[src/rtl/jrf_pkg.sv]
// shared types, codes and defaults for the job ready fifo with delay table
`timescale 1ns / 1ps

package jrf_pkg;

  localparam int READY_DEPTH_DEF = 16;
  localparam int WAIT_SLOTS_DEF  = 16;

  // operation codes
  localparam logic [1:0] OP_ADD  = 2'd0;
  localparam logic [1:0] OP_GET  = 2'd1;
  localparam logic [1:0] OP_TICK = 2'd2;

  // status codes
  localparam logic [1:0] ST_OK         = 2'd0;
  localparam logic [1:0] ST_READY_FULL = 2'd1;
  localparam logic [1:0] ST_WAIT_FULL  = 2'd2;

  typedef enum logic [1:0] {
    S_IDLE,
    S_DISPATCH,
    S_WALK,
    S_RESULT
  } state_t;

  typedef struct packed {
    logic [1:0]        operation;
    logic [7:0]        job_id;
    logic signed [7:0] delay;
  } req_t;

  typedef struct packed {
    logic [7:0] ready_job_id;
    logic       job_found;
    logic [1:0] status;
  } rsp_t;

  typedef struct packed {
    logic push;
    logic pop;
  } fifo_cmd_t;

  typedef struct packed {
    logic full;
    logic empty;
  } fifo_sts_t;

  typedef struct packed {
    logic append;
    logic rd_en;
    logic wr_en;
    logic commit;
  } wait_cmd_t;

  typedef struct packed {
    logic       load;
    logic       found;
    logic [1:0] status;
  } res_t;

endpackage

[src/rtl/jrf_ready_fifo.sv]
// ready fifo: circular job id memory with head, tail and count
`timescale 1ns / 1ps

module jrf_ready_fifo #(
  parameter int READY_DEPTH = jrf_pkg::READY_DEPTH_DEF
) (
  input  logic               clk,
  input  logic               rst,
  input  jrf_pkg::fifo_cmd_t cmd,
  input  logic [7:0]         push_id,
  output jrf_pkg::fifo_sts_t sts,
  output logic [7:0]         pop_id
);

  localparam int RIW = $clog2(READY_DEPTH);
  localparam int RCW = $clog2(READY_DEPTH + 1);
  localparam logic [RIW-1:0] LAST = RIW'(READY_DEPTH - 1);

  logic [7:0]     mem [READY_DEPTH];
  logic [RIW-1:0] head;
  logic [RIW-1:0] tail;
  logic [RCW-1:0] count;

  always_ff @(posedge clk) begin
    if (cmd.push) begin
      mem[tail] <= push_id;
    end
    if (cmd.pop) begin
      pop_id <= mem[head];
    end
  end

  always_ff @(posedge clk) begin
    if (rst) begin
      head  <= '0;
      tail  <= '0;
      count <= '0;
    end else if (cmd.push) begin
      tail  <= (tail == LAST) ? '0 : tail + 1'b1;
      count <= count + 1'b1;
    end else if (cmd.pop) begin
      head  <= (head == LAST) ? '0 : head + 1'b1;
      count <= count - 1'b1;
    end
  end

  assign sts.full  = (count == RCW'(READY_DEPTH));
  assign sts.empty = (count == '0);

endmodule

[src/rtl/jrf_wait_table.sv]
// wait table: job and tick memories kept as a rotating window of slots
`timescale 1ns / 1ps

module jrf_wait_table #(
  parameter int WAIT_SLOTS = jrf_pkg::WAIT_SLOTS_DEF,
  localparam int WIW = (WAIT_SLOTS > 1) ? $clog2(WAIT_SLOTS) : 1,
  localparam int WCW = $clog2(WAIT_SLOTS + 1)
) (
  input  logic               clk,
  input  logic               rst,
  input  jrf_pkg::wait_cmd_t cmd,
  input  logic [WIW-1:0]     rd_off,
  input  logic [WIW-1:0]     wr_off,
  input  logic [7:0]         wr_job,
  input  logic [6:0]         wr_ticks,
  input  logic [WCW-1:0]     kept,
  output logic [WCW-1:0]     occ,
  output logic [7:0]         rd_job,
  output logic [6:0]         rd_ticks
);

  localparam logic [WIW:0] SLOTS_W = (WIW + 1)'(WAIT_SLOTS);

  logic [7:0]     job_mem   [WAIT_SLOTS];
  logic [6:0]     ticks_mem [WAIT_SLOTS];
  logic [WIW-1:0] base;
  logic [WIW-1:0] rd_slot;
  logic [WIW-1:0] wr_slot;
  logic [WIW-1:0] base_next;
  logic [WCW-1:0] shift;

  // offsets are relative to the oldest entry, wrapped at the slot count
  function automatic logic [WIW-1:0] slot_of(input logic [WIW:0] s);
    logic [WIW:0] r;
    r = (s >= SLOTS_W) ? s - SLOTS_W : s;
    return r[WIW-1:0];
  endfunction

  assign shift     = occ - kept;
  assign base_next = slot_of({1'b0, base} + (WIW + 1)'(shift));
  assign rd_slot   = slot_of({1'b0, base} + {1'b0, rd_off});
  assign wr_slot   = cmd.append ? slot_of({1'b0, base} + (WIW + 1)'(occ))
                                : slot_of({1'b0, base} + {1'b0, wr_off});

  always_ff @(posedge clk) begin
    if (cmd.append || cmd.wr_en) begin
      job_mem[wr_slot]   <= wr_job;
      ticks_mem[wr_slot] <= wr_ticks;
    end
    if (cmd.rd_en) begin
      rd_job   <= job_mem[rd_slot];
      rd_ticks <= ticks_mem[rd_slot];
    end
  end

  always_ff @(posedge clk) begin
    if (rst) begin
      base <= '0;
      occ  <= '0;
    end else if (cmd.commit) begin
      // removed entries drop off the old end, survivors stay in order
      base <= base_next;
      occ  <= kept;
    end else if (cmd.append) begin
      occ <= occ + 1'b1;
    end
  end

endmodule

[src/rtl/jrf_seq.sv]
// sequencer: dispatches each request and walks the wait table on a tick
`timescale 1ns / 1ps

module jrf_seq #(
  parameter int WAIT_SLOTS = jrf_pkg::WAIT_SLOTS_DEF,
  localparam int WIW = (WAIT_SLOTS > 1) ? $clog2(WAIT_SLOTS) : 1,
  localparam int WCW = $clog2(WAIT_SLOTS + 1)
) (
  input  logic               clk,
  input  logic               rst,
  input  logic               req_valid,
  input  jrf_pkg::req_t      req,
  output logic               busy,
  input  jrf_pkg::fifo_sts_t fifo_sts,
  output jrf_pkg::fifo_cmd_t fifo_cmd,
  output logic [7:0]         push_id,
  output jrf_pkg::wait_cmd_t wait_cmd,
  output logic [WIW-1:0]     rd_off,
  output logic [WIW-1:0]     wr_off,
  output logic [7:0]         wr_job,
  output logic [6:0]         wr_ticks,
  output logic [WCW-1:0]     kept_out,
  input  logic [WCW-1:0]     occ,
  input  logic [7:0]         rd_job,
  input  logic [6:0]         rd_ticks,
  input  logic               out_free,
  output jrf_pkg::res_t      res
);

  jrf_pkg::state_t   state;
  jrf_pkg::state_t   state_next;
  logic [1:0]        op;
  logic [7:0]        job;
  logic signed [7:0] delay;
  logic [WIW-1:0]    proc_off;
  logic [WIW-1:0]    proc_off_next;
  logic [WIW-1:0]    wr_pos;
  logic [WIW-1:0]    wr_pos_next;
  logic [WCW-1:0]    kept;
  logic [WCW-1:0]    kept_next;
  logic              found;
  logic              found_next;
  logic [1:0]        status;
  logic [1:0]        status_next;
  logic              keep;
  logic [WIW-1:0]    newest;

  assign busy   = (state != jrf_pkg::S_IDLE);
  assign newest = WIW'(occ - WCW'(1));
  // an expired entry that finds the fifo full stays at zero
  assign keep   = (rd_ticks != '0) || fifo_sts.full;

  always_comb begin
    state_next = state;
    case (state)
      jrf_pkg::S_IDLE: begin
        if (req_valid) state_next = jrf_pkg::S_DISPATCH;
      end
      jrf_pkg::S_DISPATCH: begin
        if (op == jrf_pkg::OP_TICK && occ != '0) state_next = jrf_pkg::S_WALK;
        else state_next = jrf_pkg::S_RESULT;
      end
      jrf_pkg::S_WALK: begin
        if (proc_off == '0) state_next = jrf_pkg::S_RESULT;
      end
      jrf_pkg::S_RESULT: begin
        if (out_free) state_next = jrf_pkg::S_IDLE;
      end
      default: state_next = jrf_pkg::S_IDLE;
    endcase
  end

  always_comb begin
    fifo_cmd      = '0;
    wait_cmd      = '0;
    push_id       = job;
    wr_job        = job;
    wr_ticks      = delay[6:0];
    rd_off        = proc_off;
    wr_off        = wr_pos;
    kept_out      = kept;
    res           = '0;
    proc_off_next = proc_off;
    wr_pos_next   = wr_pos;
    kept_next     = kept;
    found_next    = found;
    status_next   = status;
    case (state)
      jrf_pkg::S_IDLE: begin
        found_next  = 1'b0;
        status_next = jrf_pkg::ST_OK;
      end
      jrf_pkg::S_DISPATCH: begin
        case (op)
          jrf_pkg::OP_ADD: begin
            if (delay[7]) begin
              if (fifo_sts.full) status_next = jrf_pkg::ST_READY_FULL;
              else fifo_cmd.push = 1'b1;
            end else if (occ == WCW'(WAIT_SLOTS)) begin
              status_next = jrf_pkg::ST_WAIT_FULL;
            end else begin
              wait_cmd.append = 1'b1;
            end
          end
          jrf_pkg::OP_GET: begin
            if (!fifo_sts.empty) begin
              fifo_cmd.pop = 1'b1;
              found_next   = 1'b1;
            end
          end
          jrf_pkg::OP_TICK: begin
            if (occ != '0) begin
              wait_cmd.rd_en = 1'b1;
              rd_off         = newest;
              proc_off_next  = newest;
              wr_pos_next    = newest;
              kept_next      = '0;
            end
          end
          default: begin
          end
        endcase
      end
      jrf_pkg::S_WALK: begin
        push_id  = rd_job;
        wr_job   = rd_job;
        wr_ticks = (rd_ticks != '0) ? rd_ticks - 1'b1 : '0;
        if (keep) begin
          // survivors pack toward the newest end of the window
          wait_cmd.wr_en = 1'b1;
          wr_pos_next    = wr_pos - 1'b1;
          kept_next      = kept + 1'b1;
          if (rd_ticks == '0) status_next = jrf_pkg::ST_READY_FULL;
        end else begin
          fifo_cmd.push = 1'b1;
        end
        if (proc_off == '0) begin
          wait_cmd.commit = 1'b1;
          kept_out        = kept_next;
        end else begin
          wait_cmd.rd_en = 1'b1;
          rd_off         = proc_off - 1'b1;
          proc_off_next  = proc_off - 1'b1;
        end
      end
      jrf_pkg::S_RESULT: begin
        res.load   = out_free;
        res.found  = found;
        res.status = status;
      end
      default: begin
      end
    endcase
  end

  always_ff @(posedge clk) begin
    if (rst) begin
      state <= jrf_pkg::S_IDLE;
    end else begin
      state <= state_next;
    end
  end

  always_ff @(posedge clk) begin
    if (state == jrf_pkg::S_IDLE && req_valid) begin
      op    <= req.operation;
      job   <= req.job_id;
      delay <= req.delay;
    end
    proc_off <= proc_off_next;
    wr_pos   <= wr_pos_next;
    kept     <= kept_next;
    found    <= found_next;
    status   <= status_next;
  end

endmodule

[src/rtl/job_ready_fifo_with_delay_table.sv]
// top level of the job scheduler: ready fifo, wait table and sequencer
`timescale 1ns / 1ps

// Job scheduler with a ready fifo and a table of delayed jobs.
// Request channel (req_valid, req_stall, req) carries an operation: add a job
// (negative delay goes straight to the fifo, otherwise to the wait table),
// get the next ready job, or one timer tick. Every request yields exactly one
// response on (rsp_valid, rsp_stall, rsp): popped job id, found flag, status.
// One request is worked on at a time; req_stall is high while it is busy.
// Add, get and unused codes pass from the dispatch state to the result state,
// which loads the response register; a new request is taken only back in idle.
// A tick walks the wait table between those two states, over N entries (N the wait
// table occupancy, at most WAIT_SLOTS), handling one wait entry per cycle
// through the table's single read port while the next one is read.
// The response sits in an output register, so a new request can be accepted
// while it waits; if rsp_stall holds, the following response waits in its
// final state and the block takes no further request until it moves on.
// Reset (rst, synchronous) empties the fifo and the wait table; memory
// contents are not cleared and there is no clearing pass.
module job_ready_fifo_with_delay_table #(
  parameter int READY_DEPTH = jrf_pkg::READY_DEPTH_DEF,
  parameter int WAIT_SLOTS  = jrf_pkg::WAIT_SLOTS_DEF
) (
  input  logic          clk,
  input  logic          rst,
  input  logic          req_valid,
  output logic          req_stall,
  input  jrf_pkg::req_t req,
  output logic          rsp_valid,
  input  logic          rsp_stall,
  output jrf_pkg::rsp_t rsp
);

  localparam int WIW = (WAIT_SLOTS > 1) ? $clog2(WAIT_SLOTS) : 1;
  localparam int WCW = $clog2(WAIT_SLOTS + 1);

  jrf_pkg::fifo_cmd_t fifo_cmd;
  jrf_pkg::fifo_sts_t fifo_sts;
  jrf_pkg::wait_cmd_t wait_cmd;
  jrf_pkg::res_t      res;
  logic [7:0]         push_id;
  logic [7:0]         pop_id;
  logic [WIW-1:0]     rd_off;
  logic [WIW-1:0]     wr_off;
  logic [7:0]         wr_job;
  logic [6:0]         wr_ticks;
  logic [WCW-1:0]     kept;
  logic [WCW-1:0]     occ;
  logic [7:0]         rd_job;
  logic [6:0]         rd_ticks;
  logic               busy;
  logic               out_free;

  assign req_stall = busy;
  assign out_free  = !rsp_valid || !rsp_stall;

  jrf_ready_fifo #(
    .READY_DEPTH(READY_DEPTH)
  ) u_fifo (
    .clk     (clk),
    .rst     (rst),
    .cmd     (fifo_cmd),
    .push_id (push_id),
    .sts     (fifo_sts),
    .pop_id  (pop_id)
  );

  jrf_wait_table #(
    .WAIT_SLOTS(WAIT_SLOTS)
  ) u_wait (
    .clk      (clk),
    .rst      (rst),
    .cmd      (wait_cmd),
    .rd_off   (rd_off),
    .wr_off   (wr_off),
    .wr_job   (wr_job),
    .wr_ticks (wr_ticks),
    .kept     (kept),
    .occ      (occ),
    .rd_job   (rd_job),
    .rd_ticks (rd_ticks)
  );

  jrf_seq #(
    .WAIT_SLOTS(WAIT_SLOTS)
  ) u_seq (
    .clk       (clk),
    .rst       (rst),
    .req_valid (req_valid),
    .req       (req),
    .busy      (busy),
    .fifo_sts  (fifo_sts),
    .fifo_cmd  (fifo_cmd),
    .push_id   (push_id),
    .wait_cmd  (wait_cmd),
    .rd_off    (rd_off),
    .wr_off    (wr_off),
    .wr_job    (wr_job),
    .wr_ticks  (wr_ticks),
    .kept_out  (kept),
    .occ       (occ),
    .rd_job    (rd_job),
    .rd_ticks  (rd_ticks),
    .out_free  (out_free),
    .res       (res)
  );

  always_ff @(posedge clk) begin
    if (rst) begin
      rsp_valid <= 1'b0;
    end else if (res.load) begin
      rsp_valid <= 1'b1;
    end else if (!rsp_stall) begin
      rsp_valid <= 1'b0;
    end
  end

  always_ff @(posedge clk) begin
    if (res.load) begin
      rsp.ready_job_id <= res.found ? pop_id : 8'd0;
      rsp.job_found    <= res.found;
      rsp.status       <= res.status;
    end
  end

endmodule

[config.mk]
export PLATFORM = sky130hd
export DESIGN_NAME = job_ready_fifo_with_delay_table
export DESIGN_NICKNAME = d
export VERILOG_FILES = /design/src/rtl/jrf_pkg.sv /design/src/rtl/jrf_ready_fifo.sv /design/src/rtl/jrf_wait_table.sv /design/src/rtl/jrf_seq.sv /design/src/rtl/job_ready_fifo_with_delay_table.sv
export SDC_FILE = /design/constraint.sdc
export NUM_CORES = 1
export LEC_CHECK = 0
export BUFFER_PORTS_ARGS = -buffer_cell sky130_fd_sc_hd__buf_2
export CORE_MARGIN = 4
export CORE_UTILIZATION = 50
export CTS_CLUSTER_DIAMETER = 150
export CTS_CLUSTER_SIZE = 40
export DETAILED_ROUTE_END_ITERATION = 6
export PLACE_DENSITY = 0.78
export SLEW_MARGIN = 20
export SYNTH_ARGS = -nofsm -noshare
export SYNTH_HDL_FRONTEND = slang
export SYNTH_SLANG_ARGS = --single-unit
[constraint.sdc]
create_clock -name clk -period 4.8 [get_ports clk]
set_clock_uncertainty 0.1 [all_clocks]
set_input_delay 0.72 -clock clk [delete_from_list [all_inputs] [get_ports clk]]
set_output_delay 0.72 -clock clk [all_outputs]
set_load 0.03 [all_outputs]
==> flow_metrics.py, run 1 <==
metrics = {
    "logic_synthesis": {
        "ys_ff_latch": 461,
        "synthCells": 1006,
        "netlist-cell-type-count": 62,
        "synth_edf_count": 432,
        "synth_seq_area_share": 0.715,
        "ys_warn_count": 0,
        "syn_area_per_cell_sq_um": 18.8,
        "syn_nets": 1065,
        "syn_area_sq_um": 18900,
        "synthArstFlopShare": 0,
        "ys.flop_type": "edfxtp_1",
    },
    "final_layout": {
        "final_area_sq_um": 20500,
        "drive_gt1_frac": 0.223,
        "fin_nets": 1118,
        "fillers": 2803,
        "antennaDiodeCount": 0,
        "fin_util": 0.548,
        "final_cells": 1578,
        "syn_to_final_growth_pct": 8.41,
    },
    "cts": {
        "numCtsBuffers": 15,
        "cts_tree": "yes",
        "cts_sinks": 461,
        "postCtsSetupBuffers": 0,
        "clk_latency_ns": 0.54,
        "clk_pin_slew_worst_paths_ns": 0.15,
        "cts_resized": 0,
        "root_buffer": "clkbuf_16",
        "ctsHoldBuffers": 0,
        "h-tree-depth": 1,
        "cts_max_path_buffers": 3,
    },
    "drt": {
        "dr.pass1.iters": 5,
        "vias": 9263,
        "drtIter0Drc": 934,
        "wirelength_um": 37300,
        "via_per_inst": 5.87,
        "remaining_drc_errors": 0,
        "antenna_left": 0,
        "wl_per_cell_um": 23.7,
    },
    "pwr": {
        "leakage_nw": 6.57,
        "p_switching_w": 0.00367,
        "power_density_nw_per_um2": 550,
        "pwr-share-seq": 0.486,
        "p_int_w": 0.00762,
        "swShare": 0.325,
        "combPwrFrac": 0.364,
        "ir_drop_mv": 0.258,
        "clkPwrFrac": 0.150,
    },
    "setup_path": {
        "cp-end-kind": "register",
        "crit_required_ns": 5.15,
        "setup.worst_path.start_class": "register",
        "path_class": "register to register",
        "cp.arrival_ns": 4.81,
        "worstPathMaxFanout": 7,
    },
    "grt": {
        "grt_usage": 0.182,
        "grt_pass1_vias": 9357,
        "grt_max_degree": 42,
        "grt_pass1_wl_um": 57600,
        "grt_antenna_before_repair": 0,
        "grt.overflow.total": 0,
    },
    "floorplan": {
        "std_cell_rows": 71,
        "die_h_um": 203,
        "ios": 35,
        "start_util": 0.505,
        "die_x_um": 203,
        "core_sq_um": 37500,
        "fp.dieArea_sq_um": 41100,
    },
    "run_status": {
        "status": "complete, no violations",
    },
    "flow_run": {
        "maxCapViolCount": 0,
    },
    "timing": {
        "holdWs_ns": 0.242,
        "hold_viol_final": 0,
        "finalMaxSlewViolations": 0,
        "tightest_slew_ns": 1.08,
        "maxSlewHeadroom": 0.282,
        "setup_viol_count_final": 0,
        "tns_ns": 0,
        "fin_crit_sh": 0.930,
        "max_freq_mhz": 224,
        "layout_min_cycle_time_ns": 4.46,
        "rsz0062_at_grt": "false",
    },
    "placement": {
        "portBuffers": 34,
        "place_inst": 1553,
        "dpl_cell_area_sq_um": 20100,
        "globalplace.congestion": 0.867,
        "hpwlAfterDp_um": 23900,
    },
    "min_path": {
        "hp-class": "input port to register",
    },
}
[power by group through the flow]
stage	combinational, W	sequential [W]	clock [W]
finish	0.00411	0.00548	0.00170
global route	0.00444	0.00551	0.00190
CTS	0.00413	0.00548	0.00174
detailed placement	0.00409	0.00557	0
global placement	0.00398	0.00555	0
floorplan	0.00279	0.00548	0
[sequential cells by signal (all words and copies together) (netlist names), 7 cells and up]
| name | cells |
|---|---|
| rsp | 11 |
| u_fifo.mem | 128 |
| u_fifo.pop_id | 8 |
| u_seq.delay | 8 |
| u_seq.job | 8 |
| u_wait.job_mem | 128 |
| u_wait.rd_job | 8 |
| u_wait.rd_ticks | 7 |
| u_wait.ticks_mem | 112 |
[per-stage QoR]
stage / total power [W] / setup WS (ns)
finish: 0.0113 / 0.336
global route: 0.0118 / 0.0605
CTS: 0.0113 / 0.334
detailed placement: 0.00966 / 0.358
global placement: 0.00953 / 0.364
floorplan: 0.00827 / 0.178
[layout make-up]
class / count / area, sq um / area share
multi-input combinational: 463 / 5170 / 0.252
sequential: 461 / 13600 / 0.660
inverter: 31 / 116 / 0.00567
clock buffer: 24 / 409 / 0.0199
timing repair buffer: 87 / 631 / 0.0307
tap: 511 / 639 / 0.0311
clock inverter: 1 / 20.0 / 0.000975
[placed cells by master (no fill, tap or decap), types with 27 or more instances in the layout]
master    Yosys  routed
edfxtp_1    432     432
mux4_2       97      97
buf_4         1      48
nor2_1       45      45
nand2_1      38      38
buf_2         7      34
ha_1         31      30
inv_1        28      28
dfxtp_1      29      28
a21oi_1      27      27
[cell usage after synthesis (3+ instances only)]
cell type / n / area share
a31oi_1: 5 / 0.0017
inv_1: 28 / 0.0055
nor4_1: 3 / 0.00099
clkbuf_1: 34 / 0.0067
fa_1: 6 / 0.0063
nor2b_1: 11 / 0.0036
mux4_1: 10 / 0.014
xor2_1: 14 / 0.0065
o21ai_1: 5 / 0.0013
xnor2_1: 20 / 0.0092
buf_1: 6 / 0.0012
mux4_2: 97 / 0.12
mux2i_1: 20 / 0.011
and2_1: 8 / 0.0026
a21oi_1: 27 / 0.0071
nand2_1: 38 / 0.0075
o2bb2ai_1: 5 / 0.0023
dfxtp_1: 29 / 0.031
edfxtp_1: 432 / 0.68
buf_6: 3 / 0.0018
ha_1: 31 / 0.020
a21o_1: 5 / 0.0020
o211a_1: 3 / 0.0016
and3_1: 9 / 0.0030
nand4_1: 3 / 0.00099
buf_2: 7 / 0.0018
or3_1: 3 / 0.00099
nor2_1: 45 / 0.0089
nand2b_1: 9 / 0.0030
a211oi_1: 14 / 0.0055
nand3_1: 5 / 0.0013
inv_2: 3 / 0.00059
mux2_1: 8 / 0.0048
nor3_1: 26 / 0.0069
[per-layer routing]
layer,track usage,vias up,share of wire
li1,-,4101,-
met1,0.264,4812,0.42
met2,0.308,325,0.50
met3,0.0208,25,0.069
met4,0.0313,0,0.013
met5,0,-,0
[critical path, cell delays in order, from the launching register on]
cell	delay [ns]
edfxtp_1	0.52
inv_1	0.14
ha_1	0.16
nor4b_1	0.29
buf_4	0.21
o211a_1	0.35
mux2i_1	0.32
a21oi_1	0.13
fa_1	0.58
inv_1	0.06
ha_1	0.29
a21o_1	0.18
a21oi_1	0.17
xnor2_1	0.11
nor4b_1	0.28
o21bai_2	0.17
mux2_4	0.30
[final timing paths]
kind	from	endpoint	slack, ns	cells after the start
worst max-delay path	u_wait.rd_ticks[0]	u_wait.base[3]	0.34	16
worst min register to register	u_seq.proc_off[1]	u_seq.proc_off[1]	0.42	2
worst min-delay path	req[9]	u_seq.job[1]	0.24	1
worst max register to register	u_wait.rd_ticks[0]	u_wait.base[3]	0.34	16
[cell families after synthesis]
logic type,count (synthesis),synth area share
AO/OA/AOI/OAI,87,0.0334
buffers and inverters,82,0.0181
adder cells (fa/ha/maj),37,0.0268
XOR/XNOR,35,0.0166
multiplexers,137,0.146
flip-flops,461,0.715
AND/OR/NAND/NOR,167,0.0439
(Power assumes the default switching activity.)
==> run 2: changes to the inputs <==
--- a/config.mk
+++ b/config.mk
@@ -6,12 +6,14 @@
 export NUM_CORES = 1
 export LEC_CHECK = 0
 export BUFFER_PORTS_ARGS = -buffer_cell sky130_fd_sc_hd__buf_2
+export CELL_PAD_IN_SITES_DETAIL_PLACEMENT = 0
+export CELL_PAD_IN_SITES_GLOBAL_PLACEMENT = 1
 export CORE_MARGIN = 4
-export CORE_UTILIZATION = 50
+export CORE_UTILIZATION = 49
 export CTS_CLUSTER_DIAMETER = 150
 export CTS_CLUSTER_SIZE = 40
 export DETAILED_ROUTE_END_ITERATION = 6
-export PLACE_DENSITY = 0.78
+export PLACE_DENSITY = 0.85
 export SLEW_MARGIN = 20
 export SYNTH_ARGS = -nofsm -noshare
 export SYNTH_HDL_FRONTEND = slang
==> run 2 against run 1 <==
- hold slack got worse by 0.021 ns
- clock-buffer cell count shrank 1
- core utilization fell by 0.58 points
- cell count decreased by 0.13%
- cell area up 0.12%
- non-clock buffer count decreased by 3
- routed wire length decreased by 1.5%
- critical endpoint is now u_wait.rd_ticks[5]
==> flow_metrics.py, run 2 (synthesized netlist as in run 1, its figures left out) <==
metrics = {
    "cts": {
        "h-tree-depth": 1,
        "ctsHoldBuffers": 0,
        "postCtsSetupBuffers": 0,
        "cts_max_path_buffers": 3,
        "cts_sinks": 461,
        "cts_tree": "yes",
        "cts_resized": 0,
        "numCtsBuffers": 15,
        "clk_latency_ns": 0.56,
        "root_buffer": "clkbuf_16",
        "clk_pin_slew_worst_paths_ns": 0.15,
    },
    "setup_path": {
        "worstPathMaxFanout": 16,
        "setup.worst_path.start_class": "register",
        "path_class": "register to register",
        "ff2ff_setup_slack_ns": 0.42,
        "critPathLaunch": "u_wait.occ[0]",
        "reg2reg_from": "u_wait.occ[0]",
        "cp.arrival_ns": 4.59,
        "cp-end-kind": "register",
        "slowest_stage": "fa_2",
        "slowest_delay_ns": 0.93,
        "crit_required_ns": 5.00,
        "crit_chain": "inv_1, ha_1, nor4b_4, nor2_1, nand2_1, o22ai_1, a21oi_1, nor2_1, ha_4, inv_1, fa_2, buf_4, mux4_2, mux4_1",
    },
    "floorplan": {
        "fp.dieArea_sq_um": 41900,
        "ios": 35,
        "die_h_um": 205,
        "die_x_um": 205,
        "start_util": 0.499,
        "core_sq_um": 37900,
        "std_cell_rows": 71,
    },
    "final_layout": {
        "final_cell_mix": "edfxtp_1, mux4_2, nor2_1, buf_4, nand2_1",
        "layout_commonest_cell": "edfxtp_1",
        "antennaDiodeCount": 0,
        "fin_util": 0.542,
        "syn_to_final_growth_pct": 8.54,
        "largestRegisters": "u_fifo.mem (128), u_wait.job_mem (128), u_wait.ticks_mem (112)",
        "final_cells": 1576,
        "fin_nets": 1115,
        "drive_gt1_frac": 0.225,
    },
    "grt": {
        "grt_usage": 0.176,
        "grt_antenna_before_repair": 0,
        "grt_max_degree": 42,
        "grt.overflow.total": 0,
        "grt_pass1_wl_um": 55900,
        "grt_pass1_vias": 9140,
    },
    "pwr": {
        "p_switching_w": 0.00361,
        "total_power_w": 0.0112,
        "leakage_nw": 6.57,
        "p_int_w": 0.00760,
        "pwr-share-seq": 0.489,
        "clkPwrFrac": 0.153,
        "ir_drop_mv": 0.348,
        "combPwrFrac": 0.358,
        "swShare": 0.322,
        "power_density_nw_per_um2": 545,
    },
    "timing": {
        "finalMaxSlewViolations": 0,
        "rsz0062_at_grt": "false",
        "max_freq_mhz": 228,
        "layout_min_cycle_time_ns": 4.38,
        "hold_viol_final": 0,
        "maxSlewHeadroom": 0.275,
        "tns_ns": 0,
        "fin_crit_sh": 0.913,
        "setup_viol_count_final": 0,
        "tightest_slew_ns": 1.09,
    },
    "drt": {
        "vias": 9280,
        "wl_per_cell_um": 23.3,
        "via_per_inst": 5.89,
        "antenna_left": 0,
        "remaining_drc_errors": 0,
        "drtIter0Drc": 994,
        "dr.pass1.iters": 5,
        "wirelength_um": 36800,
    },
    "placement": {
        "hpwlAfterDp_um": 23500,
        "portBuffers": 34,
        "place_inst": 1550,
        "globalplace.congestion": 0.791,
    },
    "flow_run": {
        "maxCapViolCount": 0,
    },
    "min_path": {
        "hp-class": "input port to register",
        "min_from": "req[0]",
    },
    "run_status": {
        "status": "complete, no violations",
    },
}
run 2: metal layers:
| layer | vias to the layer above | track usage | routed length, um | part of all wire |
|---|---|---|---|---|
| li1 | 4089 | - | - | - |
| met1 | 4810 | 0.263 | 16100 | 0.44 |
| met2 | 348 | 0.281 | 17400 | 0.47 |
| met3 | 33 | 0.0279 | 2640 | 0.072 |
| met4 | 0 | 0.0347 | 626 | 0.017 |
| met5 | - | 0 | 0 | 0 |
run 2: through the flow:
step / setup WS, ns / hold slack, ns / area [sq um]
floorplan: 0.178 / 0.368 / 18900
global placement: 0.299 / 0.402 / 20100
detailed placement: 0.425 / 0.423 / 20100
CTS: 0.383 / 0.208 / 20500
global route: 0.104 / 0.205 / 20600
finish: 0.417 / 0.221 / 20600
run 2: cell type report:
cell class	instances	area, sq um
fill	2851	17400
tap	511	639
timing repair buffer	84	608
clock inverter	3	32.5
multi-input combinational	463	5210
inverter	31	116
sequential	461	13600
clock buffer	23	405
run 2: critical path, delay by kind of cell, from the launching register on:
family / cells / cell delay [ns]
buffers and inverters: 3 / 0.48
and+or+nand+nor: 4 / 0.66
muxes: 2 / 0.81
DFF: 1 / 0.50
adders and majority gates: 3 / 1.32
AOI/OAI and AO/OA: 2 / 0.25
run 2: path summary, 6_finish.rpt:
kind / depth (start not counted) / end
hold / removal: 1 / u_seq.delay[0]
setup reg to reg: 14 / u_wait.rd_ticks[5]
setup / recovery: 14 / u_wait.rd_ticks[5]
hold reg to reg: 2 / u_fifo.count[2]
run 2: power by group through the flow:
stage / Clock [W] / Combinational [W] / Sequential [W]
finish: 0.00172 / 0.00401 / 0.00548
CTS: 0.00176 / 0.00404 / 0.00549
floorplan: 0 / 0.00279 / 0.00548
detailed placement: 0 / 0.00402 / 0.00557
global placement: 0 / 0.00389 / 0.00556
global route: 0.00190 / 0.00436 / 0.00551
==> run 3: changes to the inputs <==
==> constraint.sdc (replaced) <==
create_clock -name clk -period 4.8 [get_ports clk]
set_clock_uncertainty 0.1 [all_clocks]
set_input_delay 0.48 -clock clk [delete_from_list [all_inputs] [get_ports clk]]
set_output_delay 0.48 -clock clk [all_outputs]
set_load 0.03 [all_outputs]
==> run 3 against run 2 <==
- highest routed layer unchanged
- clock-buffer cell count is the same
- largest power group unchanged
- setup slack got worse by 0.015 ns
- critical endpoint unchanged
- critical path type unchanged
- cell count grew 1.0%
- cell area up 0.78%
- core utilization increased by 0.42 points
- hold slack lost 0.18 ns
==> flow_metrics.py, run 3 (synthesized netlist as in run 1, its figures left out) <==
metrics = {
    "cts": {
        "h-tree-depth": 1,
        "cts_sinks": 461,
        "cts_max_path_buffers": 3,
        "clk_latency_ns": 0.56,
        "cts_tree": "yes",
        "numCtsBuffers": 15,
        "clk_pin_slew_worst_paths_ns": 0.14,
        "root_buffer": "clkbuf_16",
    },
    "drt": {
        "vias": 9401,
        "remaining_drc_errors": 0,
        "antenna_left": 0,
        "dr.pass1.iters": 5,
        "wl_per_cell_um": 23.3,
        "via_per_inst": 5.91,
        "drtIter0Drc": 945,
        "wirelength_um": 37000,
    },
    "final_layout": {
        "layout_commonest_cell": "edfxtp_1",
        "fin_nets": 1131,
        "final_cells": 1592,
        "largestRegisters": "u_fifo.mem (128), u_wait.job_mem (128), u_wait.ticks_mem (112)",
        "final_cell_mix": "edfxtp_1, mux4_2, nor2_1, buf_4, nand2_1",
        "drive_gt1_frac": 0.222,
        "antennaDiodeCount": 0,
        "syn_to_final_growth_pct": 9.39,
    },
    "setup_path": {
        "ff2ff_setup_slack_ns": 0.40,
        "cp-end-kind": "register",
        "cp.arrival_ns": 4.60,
        "reg2reg_depth": 14,
        "critPathLaunch": "u_wait.occ[0]",
        "r2r_end": "u_wait.rd_ticks[5]",
        "path_class": "register to register",
        "worstPathMaxFanout": 16,
        "crit_required_ns": 5.00,
        "slowest_delay_ns": 0.93,
        "reg2reg_from": "u_wait.occ[0]",
        "setup.worst_path.start_class": "register",
        "crit_chain": "inv_1, ha_1, nor4b_4, nor2_1, nand2_1, o22ai_1, a21oi_1, nor2_1, ha_4, inv_1, fa_2, buf_4, mux4_2, mux4_1",
        "endpoint": "u_wait.rd_ticks[5]",
        "slowest_stage": "fa_2",
    },
    "floorplan": {
        "std_cell_rows": 71,
        "core_sq_um": 37900,
        "fp.dieArea_sq_um": 41900,
        "die_x_um": 205,
        "ios": 35,
        "die_h_um": 205,
        "start_util": 0.499,
    },
    "timing": {
        "max_freq_mhz": 227,
        "fin_crit_sh": 0.916,
        "finalMaxSlewViolations": 0,
        "rsz0062_at_grt": "false",
        "layout_min_cycle_time_ns": 4.40,
        "tightest_slew_ns": 1.10,
        "maxSlewHeadroom": 0.270,
        "hold_viol_final": 0,
        "tns_ns": 0,
        "setup_viol_count_final": 0,
        "setup_ws_ns": 0.402,
    },
    "placement": {
        "place_inst": 1550,
        "pre_cts_ws_ns": 0.425,
        "portBuffers": 34,
        "hpwlAfterDp_um": 23500,
        "globalplace.congestion": 0.791,
    },
    "grt": {
        "grt_pass1_vias": 9204,
        "grt_pass1_wl_um": 56300,
        "grt_max_degree": 42,
        "grt_antenna_before_repair": 0,
        "grt.overflow.total": 0,
        "grt_usage": 0.177,
    },
    "pwr": {
        "leakage_nw": 6.64,
        "power_density_nw_per_um2": 542,
        "ir_drop_mv": 0.348,
    },
    "min_path": {
        "hp-class": "input port to register",
    },
    "run_status": {
        "status": "complete, no violations",
    },
    "flow_run": {
        "maxCapViolCount": 0,
    },
}
run 3: final cells by class:
cell class	count	area [sq um]
clock buffer	23	405
sequential	461	13600
timing repair buffer	100	768
multi-input combinational	463	5210
tap	511	639
fill	2831	17200
inverter	31	116
clock inverter	3	32.5
run 3: routing by layer:
layer / track usage / vias to the layer above / part of all wire
met5: 0 / - / 0
met4: 0.0364 / 0 / 0.018
met3: 0.0268 / 33 / 0.071
met2: 0.283 / 354 / 0.47
met1: 0.264 / 4893 / 0.44
li1: - / 4121 / -
run 3: through the flow:
stage | cell area (sq um) | power [W] | utilization | hold WS (ns)
4_1_cts | 20700 | 0.0113 | 0.545 | 0.000943
3_3_place_gp | 20100 | 0.00945 | 0.529 | 0.402
5_1_grt | 20700 | 0.0118 | 0.546 | 0.0114
2_1_floorplan | 18900 | 0.00827 | - | 0.368
6_report | 20700 | 0.0112 | 0.546 | 0.0406
3_5_place_dp | 20100 | 0.00959 | 0.530 | 0.423
run 3: what timing repair did:
action	CTS	global route
hold buffers	15	1
resized for setup	0	0
hold endpoints to repair	15	1
setup buffers	0	0
run 3: worst min path at each step:
| stage | start | to | slack [ns] | cells after the start |
|---|---|---|---|---|
| 3_5_place_dp | u_seq.status[1] | rsp[1] | 0.42 | 1 |
| 6_report | req[14] | u_seq.job[6] | 0.04 | 1 |
| 3_3_place_gp | rsp_valid | rsp_valid | 0.40 | 2 |
| 5_1_grt | req[14] | u_seq.job[6] | 0.01 | 1 |
| 4_1_cts | req[10] | u_seq.job[2] | 0.0009 | 1 |
| 2_1_floorplan | u_seq.proc_off[1] | u_seq.proc_off[1] | 0.37 | 2 |
run 3: where the power goes:
part | internal [W] | total, W | switching, W
clock | 0.000616 | 0.00173 | 0.00111
combinational | 0.00173 | 0.00403 | 0.00230
sequential | 0.00526 | 0.00548 | 0.000220
total | 0.00761 | 0.0112 | 0.00363
run 3: worst max-delay path: cells and delay by family, from the launching register on:
kind / cells / cell delay [ns]
AND/OR/NAND/NOR: 4 / 0.67
adder cells (fa/ha/maj): 3 / 1.34
flip-flops: 1 / 0.50
AO/OA/AOI/OAI: 2 / 0.25
buffers and inverters: 3 / 0.48
multiplexers: 2 / 0.80
